<file path="src/rtl/fsdl_pkg.sv">
`default_nettype none
// ----------------------------------------------------------------------------
// fsdl_pkg
// Shared widths, register indexes, the CORDIC arctangent table and the
// CORDIC stage word for the drag and lift series evaluator.
// ----------------------------------------------------------------------------
package fsdl_pkg;

    localparam int NUM_TERMS_DEF = 4;
    localparam int MAX_TERMS     = 4;

    localparam int ANGLE_W   = 16;
    localparam int COEF_W    = 16;
    localparam int TRIG_W    = 16;
    localparam int CORDIC_W  = 18;
    localparam int PROD_W    = COEF_W + TRIG_W;
    localparam int SUM_W     = PROD_W + 3;
    localparam int OUT_W     = 20;
    localparam int TERMS_W   = 3;
    localparam int CFG_IDX_W = 4;
    localparam int FRAC_DROP = 15;

    localparam int CORDIC_STEPS = 15;
    localparam logic signed [CORDIC_W-1:0] CORDIC_START = 18'sd19898;

    // Configuration register indexes.
    localparam logic [CFG_IDX_W-1:0] REG_TERMS_IN_USE = 4'd0;
    localparam logic [CFG_IDX_W-1:0] REG_DRAG_COEF_0  = 4'd1;
    localparam logic [CFG_IDX_W-1:0] REG_LIFT_COEF_1  = 4'd5;

    localparam logic [TERMS_W-1:0] TERMS_RESET = 3'd4;

    typedef struct packed {
        logic signed [CORDIC_W-1:0] x;
        logic signed [CORDIC_W-1:0] y;
        logic signed [CORDIC_W-1:0] z;
        logic                       flip;
    } cordic_t;

    // Arctangent of 2^-k in binary-angle units.
    function automatic logic signed [CORDIC_W-1:0] atan_value(input int k);
        logic signed [CORDIC_W-1:0] v;
        case (k)
            0:       v = 18'sd8192;
            1:       v = 18'sd4836;
            2:       v = 18'sd2555;
            3:       v = 18'sd1297;
            4:       v = 18'sd651;
            5:       v = 18'sd326;
            6:       v = 18'sd163;
            7:       v = 18'sd81;
            8:       v = 18'sd41;
            9:       v = 18'sd20;
            10:      v = 18'sd10;
            11:      v = 18'sd5;
            12:      v = 18'sd3;
            13:      v = 18'sd1;
            14:      v = 18'sd1;
            default: v = 18'sd0;
        endcase
        return v;
    endfunction

endpackage
`default_nettype wire

</file>
<file path="src/rtl/fsdl_cordic_stage.sv">
`default_nettype none
// ----------------------------------------------------------------------------
// fsdl_cordic_stage
// One registered rotation-mode CORDIC iteration with a fixed shift.
// ----------------------------------------------------------------------------
module fsdl_cordic_stage #(
    parameter int STEP = 0
) (
    input  wire                 clk,
    input  wire                 rst_n,
    input  wire                 in_valid,
    input  fsdl_pkg::cordic_t   in_data,
    output logic                out_valid,
    output fsdl_pkg::cordic_t   out_data
);

    logic signed [fsdl_pkg::CORDIC_W-1:0] x_cur;
    logic signed [fsdl_pkg::CORDIC_W-1:0] y_cur;
    logic signed [fsdl_pkg::CORDIC_W-1:0] z_cur;
    logic signed [fsdl_pkg::CORDIC_W-1:0] dx;
    logic signed [fsdl_pkg::CORDIC_W-1:0] dy;
    fsdl_pkg::cordic_t data_next;
    fsdl_pkg::cordic_t data_reg;
    logic              valid_reg;

    always_comb
    begin
        x_cur = in_data.x;
        y_cur = in_data.y;
        z_cur = in_data.z;
        dx    = y_cur >>> STEP;
        dy    = x_cur >>> STEP;
        data_next.flip = in_data.flip;
        if (!z_cur[fsdl_pkg::CORDIC_W-1])
        begin
            data_next.x = x_cur - dx;
            data_next.y = y_cur + dy;
            data_next.z = z_cur - fsdl_pkg::atan_value(STEP);
        end
        else
        begin
            data_next.x = x_cur + dx;
            data_next.y = y_cur - dy;
            data_next.z = z_cur + fsdl_pkg::atan_value(STEP);
        end
    end

    always_ff @(posedge clk or negedge rst_n)
    begin
        if (!rst_n)
        begin
            valid_reg <= 1'b0;
        end
        else
        begin
            valid_reg <= in_valid;
        end
    end

    always_ff @(posedge clk)
    begin
        data_reg <= data_next;
    end

    assign out_valid = valid_reg;
    assign out_data  = data_reg;

`ifndef SYNTHESIS
    a_valid_follows: assert property (@(posedge clk) disable iff (!rst_n)
        in_valid |=> out_valid)
        else $error("CORDIC stage dropped a word");
`endif

endmodule
`default_nettype wire

</file>
<file path="src/rtl/fsdl_sincos.sv">
`default_nettype none
// ----------------------------------------------------------------------------
// fsdl_sincos
// Pipelined sine and cosine of TERM times the input angle: fold, fifteen
// CORDIC stages, then negate folded results and saturate to Q1.15.
// ----------------------------------------------------------------------------
module fsdl_sincos #(
    parameter int TERM = 1
) (
    input  wire                                clk,
    input  wire                                rst_n,
    input  wire                                in_valid,
    input  wire  [fsdl_pkg::ANGLE_W-1:0]       angle,
    output logic                               out_valid,
    output logic signed [fsdl_pkg::TRIG_W-1:0] sin_val,
    output logic signed [fsdl_pkg::TRIG_W-1:0] cos_val
);

    localparam int N = fsdl_pkg::CORDIC_STEPS;
    localparam int CW = fsdl_pkg::CORDIC_W;
    localparam int TW = fsdl_pkg::TRIG_W;

    logic [fsdl_pkg::ANGLE_W-1:0] term_angle;
    logic [fsdl_pkg::ANGLE_W-1:0] folded;
    fsdl_pkg::cordic_t            start_next;
    fsdl_pkg::cordic_t            stage_data [N+1];
    logic [N:0]                   stage_valid;
    logic signed [CW-1:0]         x_fin;
    logic signed [CW-1:0]         y_fin;
    logic signed [TW-1:0]         sin_next;
    logic signed [TW-1:0]         cos_next;
    logic signed [TW-1:0]         sin_reg;
    logic signed [TW-1:0]         cos_reg;
    logic                         post_valid_reg;
    fsdl_pkg::cordic_t            start_reg;
    logic                         start_valid_reg;

    function automatic logic signed [TW-1:0] sat_trig(input logic signed [CW-1:0] v);
        logic signed [TW-1:0] r;
        if (v > CW'(32767))
            r = 16'sh7fff;
        else if (v < -CW'(32768))
            r = -16'sh8000;
        else
            r = v[TW-1:0];
        return r;
    endfunction

    // Angles in the left half plane are rotated by half a turn first.
    always_comb
    begin
        term_angle      = fsdl_pkg::ANGLE_W'(angle * TERM);
        start_next.flip = term_angle[fsdl_pkg::ANGLE_W-1] ^ term_angle[fsdl_pkg::ANGLE_W-2];
        folded          = term_angle;
        if (start_next.flip)
        begin
            folded[fsdl_pkg::ANGLE_W-1] = ~term_angle[fsdl_pkg::ANGLE_W-1];
        end
        start_next.x = fsdl_pkg::CORDIC_START;
        start_next.y = '0;
        start_next.z = CW'($signed(folded));
    end

    always_ff @(posedge clk or negedge rst_n)
    begin
        if (!rst_n)
        begin
            start_valid_reg <= 1'b0;
            post_valid_reg  <= 1'b0;
        end
        else
        begin
            start_valid_reg <= in_valid;
            post_valid_reg  <= stage_valid[N];
        end
    end

    always_ff @(posedge clk)
    begin
        start_reg <= start_next;
        sin_reg   <= sin_next;
        cos_reg   <= cos_next;
    end

    assign stage_data[0]  = start_reg;
    assign stage_valid[0] = start_valid_reg;

    for (genvar k = 0; k < N; k++)
    begin : g_step
        fsdl_cordic_stage #(
            .STEP(k)
        ) u_stage (
            .clk      (clk),
            .rst_n    (rst_n),
            .in_valid (stage_valid[k]),
            .in_data  (stage_data[k]),
            .out_valid(stage_valid[k+1]),
            .out_data (stage_data[k+1])
        );
    end

    always_comb
    begin
        x_fin = stage_data[N].x;
        y_fin = stage_data[N].y;
        if (stage_data[N].flip)
        begin
            x_fin = -x_fin;
            y_fin = -y_fin;
        end
        cos_next = sat_trig(x_fin);
        sin_next = sat_trig(y_fin);
    end

    assign out_valid = post_valid_reg;
    assign sin_val   = sin_reg;
    assign cos_val   = cos_reg;

`ifndef SYNTHESIS
    a_post_follows: assert property (@(posedge clk) disable iff (!rst_n)
        stage_valid[N] |=> out_valid)
        else $error("sine/cosine word lost after the last rotation");
`endif

endmodule
`default_nettype wire

</file>
<file path="config.mk">
export PLATFORM = sky130hd
export DESIGN_NAME = fsdl_sincos
export DESIGN_NICKNAME = d
export VERILOG_FILES = /design/src/rtl/fsdl_pkg.sv /design/src/rtl/fsdl_cordic_stage.sv /design/src/rtl/fsdl_sincos.sv
export SDC_FILE = /design/constraint.sdc
export NUM_CORES = 2
export LEC_CHECK = 0
export BUFFER_PORTS_ARGS = -buffer_cell sky130_fd_sc_hd__buf_2
export CORE_AREA = 2 2 272 381
export DETAILED_ROUTE_END_ITERATION = 8
export DIE_AREA = 0 0 274 383
export PLACE_DENSITY = 0.75
export SYNTH_ARGS = -nofsm -noshare
export SYNTH_HDL_FRONTEND = slang
export SYNTH_SLANG_ARGS = --single-unit
</file>
<file path="constraint.sdc">
create_clock -name clk -period 3.6 [get_ports clk]
set_input_delay 0.72 -clock clk [delete_from_list [all_inputs] [get_ports clk]]
set_output_delay 0.72 -clock clk [all_outputs]
set_load 0.1 [all_outputs]
</file>
# == Yosys cells after proc, flatten, opt, wreduce, memory -nomap -nowiden ==
# Index checks and enable logic that the tools add are counted.
# word_totals
regBits,870
inputBits,19
out_inout_bits,33
word_cells,194
# op_classes
n_addsub,88
order_cmp,4
muxes,20
bitwise,2
# ops
operator,count
$mux W54,14
$add A18 B15 Y18,3
$sub A18 B15 Y18,3
$add A18 B10 Y18,2
$add A18 B11 Y18,2
$add A18 B12 Y18,2
$add A18 B13 Y18,2
$add A18 B14 Y18,2
$add A18 B16 Y18,2
$add A18 B2 Y18 const B,2
$add A18 B4 Y18,2
$add A18 B5 Y18,2
$add A18 B6 Y18,2
$add A18 B7 Y18,2
$add A18 B8 Y18,2
$add A18 B9 Y18,2
$gt A18 B16 Y1 const B,2
$lt A18 B16 Y1 const B,2
$mux W18,2
$mux W36,1
$neg A18 Y18,2
$sub A18 B10 Y18,2
$sub A18 B11 Y18,2
$sub A18 B12 Y18,2
42 further kinds,53

# == Logic depth before layout (Yosys ltp) ==
# depth
ltp_word,4
depth_mapped,16
mapped_depth_nobuf,16

# == Hierarchy ==
# Synthesis repeated with hierarchy kept, for this count alone.
# hier_totals
cells_unflattened,7293
area_unflattened_um2,63330.7
# by_module_without_submodules
module,n_inst,cells_each,area_each_um2
fsdl_cordic_stage (g_step[7].u_stage),1,492,4257.8
fsdl_cordic_stage (g_step[2].u_stage),1,489,4229.1
fsdl_cordic_stage (g_step[5].u_stage),1,488,4220.3
fsdl_cordic_stage (g_step[3].u_stage),1,482,4206.5
fsdl_cordic_stage (g_step[4].u_stage),1,477,4162.7
fsdl_cordic_stage (g_step[13].u_stage),1,490,4155.2
fsdl_cordic_stage (g_step[8].u_stage),1,491,4129.0
fsdl_cordic_stage (g_step[12].u_stage),1,478,4072.7
fsdl_cordic_stage (g_step[6].u_stage),1,463,4072.7
fsdl_cordic_stage (g_step[1].u_stage),1,457,3980.1
fsdl_cordic_stage (g_step[11].u_stage),1,458,3968.8
fsdl_cordic_stage (g_step[0].u_stage),1,470,3941.3
fsdl_cordic_stage (g_step[10].u_stage),1,447,3905.0
fsdl_cordic_stage (g_step[14].u_stage),1,421,3843.7
+2 rows,n/a,n/a,n/a

# == Least setup slack after synthesis ==
# OpenSTA, ideal clock, no wires.
# synth_path
kind,reg2reg
start,register g_step[1].u_stage.data_reg (netlist bit g_step[1].u_stage.out_data[18])
end,register g_step[2].u_stage.data_reg (netlist bit g_step[2].u_stage.out_data[51])
setup_time_ns,0.117
arrival_ns,3.702
required_time_ns,3.483
slack_ns,-0.219
path_stages_with_launch,13
path_buffers,2
cell_sequence,dfxtp_1 > clkbuf_1 > buf_1 > mux2_2 > fa_1 > a21o_1 > a21oi_1 > or4b_1 > a311o_1 > a21o_1 > a21o_1 > a21o_1 > xor2_1
# synth_lines
element,line_no,rtl
"start, declared",fsdl_cordic_stage.sv:23,fsdl_pkg::cordic_t data_reg;
"start signal, assigned",fsdl_cordic_stage.sv:62,data_reg <= data_next;
"end signal, assigned",fsdl_cordic_stage.sv:62,
"end, declared",fsdl_cordic_stage.sv:23,

==> results.cfg <==
[die]
fp.dieW_um = 274
row_count = 139
die_area_um2 = 105000
initial_core_util_pct = 49.5
ioPinCount = 52
die_y_um = 383
core_area_um2 = 102000

[global_route]
grt.overflow.total = 0
grt_pass1_wl_mm = 185
grtUsageTotal_pct = 21.4
grt_start_max_net_pins = 35
antenna_found_initial = 0
grt_pass1_vias = 39808

[worst_setup_path]
arrival_ps = 4100
cp.required_ps = 4200
r2r_end = g_step[7].u_stage.out_data[53]
crit_family = compound AO/OA/AOI/OAI gates
critPathMaxFanout = 4
max_stage_delay_ps = 420
critical-path-top-cell-by-count = a21oi_1
slowest_stage = or3_1
end_kind = register
start_kind = register
cp_num_buf_inv = 0
rr_startpoint = g_step[6].u_stage.out_data[29]
rr_worst_depth = 13
regToRegSetupSlack_ps = 110
worstSetupPathType = reg2reg
crit_chain = or3_1 > nor3b_1 > a21oi_1 > xor2_1 > ha_1 > a21o_1 > a21oi_1 > o211ai_1 > a31oi_1 > a21oi_1 > a21o_1 > a21oi_1 > xnor2_1

[detailed_routing]
dr.pass1.iters = 8
routed_wirelength_mm = 113
drc_errors = 0
viasPerCell = 5.50
drtAntennaViolNets = 0
post_drt_wl_per_cell_um = 15.8
vias = 39220
drt_iter0_drc = 1581

[synth]
ys_ff_latch = 810
syn_area_per_cell_um2 = 9.08
yosysSeqAreaShare_pct = 32.3
synth_cell_types = 79
yosysWarnings = 0
syn_nets = 6322
ys.flop_type = dfxtp_1
netlist_area_um2 = 50400
ys_async_sr_fraction_pct = 2.10
synth_cells = 5551
synth_edf_count = 0

[placed_design]
place_congestion = 0.937
port_buffers = 51
dp_cells = 6980
pre_cts_ws_ps = 69.1
dp_hpwl_mm = 90.7

[sta]
post-route-period-util_pct = 97.1
tns_ps = 0
hold_viol_final = 0
setup_viol = 0
tightestPinTransition_ps = 1180
relSlewSlack_pct = 20.2
finClkSkew_ps = 31.6
fmax_ghz = 0.286
slew_viol_final = 0
fin_crit_ps = 3490
setup_ws_ps = 106

[worst_hold_path]
holdPathEnd = stage_data[830]
hold_path_depth = 1
hold_start = angle[4]
hp-class = in2reg

[cells_and_area]
syn_to_final_growth_pct = 10.9
layout_commonest_cell = dfxtp_1
fin_cells = 7127
largest_reg_flops = 744
drive_above_1_share_pct = 6.96
nets = 6498
final_cell_mix = dfxtp_1, ha_1, a21oi_1, xnor2_1, nor2_1
antennaDiodeCount = 0
fillers = 9037

[run_status]
status = finished, final reports clean

[cts]
cts_root_buf = clkbuf_16
cts_buffers = 82
clock-sinks = 810
cts_htree_levels = 3
clk_path_buf_depth = 3
cts_tree = done
cts.clk_slew.worst_paths_ps = 60
worstSkewPairLatency_ps = 700

[run]
cap_violations = 0
[kinds of logic (layout without fill, tap and decap cells)]
kind of cell / Yosys count / count (layout) / synth area share [%]
AOI/OAI and AO/OA: 1557 / 1557 / 19.2
xor gates and xnor gates: 806 / 806 / 14.0
adders and majority gates: 752 / 752 / 19.3
buffers and inverters: 402 / 639 / 3.03
DFF: 810 / 810 / 32.3
muxes: 50 / 50 / 1.05
other: 1 / 1 / 0.00744
and+or+nand+nor: 1173 / 1173 / 11.1
[worst max-delay path by stage]
| stage | startpoint | endpoint | depth (start not counted) |
|---|---|---|---|
| floorplan | g_step[1].u_stage.out_data[18] | g_step[2].u_stage.out_data[51] | 12 |
| global placement | g_step[2].u_stage.out_data[27] | g_step[3].u_stage.out_data[54] | 13 |
| detailed placement | g_step[2].u_stage.out_data[27] | g_step[3].u_stage.out_data[54] | 13 |
| CTS | g_step[2].u_stage.out_data[27] | g_step[3].u_stage.out_data[54] | 13 |
| global route | g_step[7].u_stage.out_data[30] | g_step[8].u_stage.out_data[53] | 14 |
| finish | g_step[6].u_stage.out_data[29] | g_step[7].u_stage.out_data[53] | 13 |
[per-stage QoR]
stage          util (%)  hold WS, ps  cell area, µm²
2_1_floorplan         -          310           50400
3_3_place_gp       51.9          312           52900
3_5_place_dp       51.9          312           52900
4_1_cts            54.7         95.5           55700
5_1_grt            54.9          119           55900
6_report           54.9          136           55900
[metal layers]
metal / vias up / global-route usage [%] / part of all wire [%]
met1: 18201 / 19.3 / 35
met3: 343 / 2.53 / 2.7
li1: 20010 / - / -
met2: 666 / 43.5 / 55
met5: - / 0 / 0
met4: 0 / 14.3 / 6.8
[Yosys cell counts (8+ instances only)]
cell | instances | share of area (%)
or4_1 | 15 | 0.22
nor2_1 | 409 | 3.0
o21ai_0 | 282 | 2.8
o21a_1 | 76 | 1.1
nand4_1 | 16 | 0.20
o22ai_1 | 15 | 0.19
or2_2 | 21 | 0.26
o21bai_1 | 89 | 1.3
a221oi_1 | 9 | 0.16
o21ai_2 | 11 | 0.19
nand2_1 | 234 | 1.7
nand2b_1 | 64 | 0.79
a211oi_1 | 60 | 0.89
a21o_1 | 203 | 3.0
mux2_2 | 22 | 0.49
o41ai_1 | 9 | 0.16
nor3_1 | 125 | 1.2
nor2b_1 | 69 | 0.86
o31ai_1 | 24 | 0.36
o21ba_2 | 9 | 0.18
a311oi_1 | 9 | 0.16
ha_1 | 711 | 18
dfxtp_1 | 793 | 31
a31o_2 | 11 | 0.19
a31oi_1 | 59 | 0.73
and3_1 | 37 | 0.46
mux2i_1 | 28 | 0.56
a21oi_1 | 570 | 5.7
nand3_1 | 75 | 0.74
xnor2_1 | 543 | 9.4
o31a_1 | 16 | 0.28
xor2_1 | 262 | 4.6
fa_1 | 41 | 1.6
a21boi_0 | 20 | 0.30
o211ai_1 | 16 | 0.24
a211o_1 | 8 | 0.14
inv_1 | 336 | 2.5
clkbuf_1 | 57 | 0.42
or3_1 | 33 | 0.41
dfrtp_1 | 17 | 0.84
and2_1 | 17 | 0.21
nor4_1 | 29 | 0.36
[repair_timing]
action                                 CTS  global route
setup endpoints to repair                0            28
resized for setup                        0            38
hold buffers                             1             0
setup buffers                            0             1
endpoints found under the hold margin   17             0
[worst register-to-register path, cell delays in order (launching register included)]
cell	delay, ps
dfxtp_1	350
or3_1	420
nor3b_1	420
a21oi_1	240
xor2_1	200
ha_1	350
a21o_1	170
a21oi_1	200
o211ai_1	130
a31oi_1	250
a21oi_1	150
a21o_1	190
a21oi_1	190
xnor2_1	150
[cell type report]
type	count	area, µm²	area share (%)
multi-input cells	4339	32700	58.6
flip-flops and latches	810	16300	29.2
clock buffers	107	2320	4.14
well taps	1339	1680	3.00
inverters	337	1260	2.26
repair buffers	157	1100	1.97
clock inverters	38	494	0.884
Power is left out: the tool's default activity adds up to more than one toggle a clock period on the data nets, which glitch-free logic cannot reach.
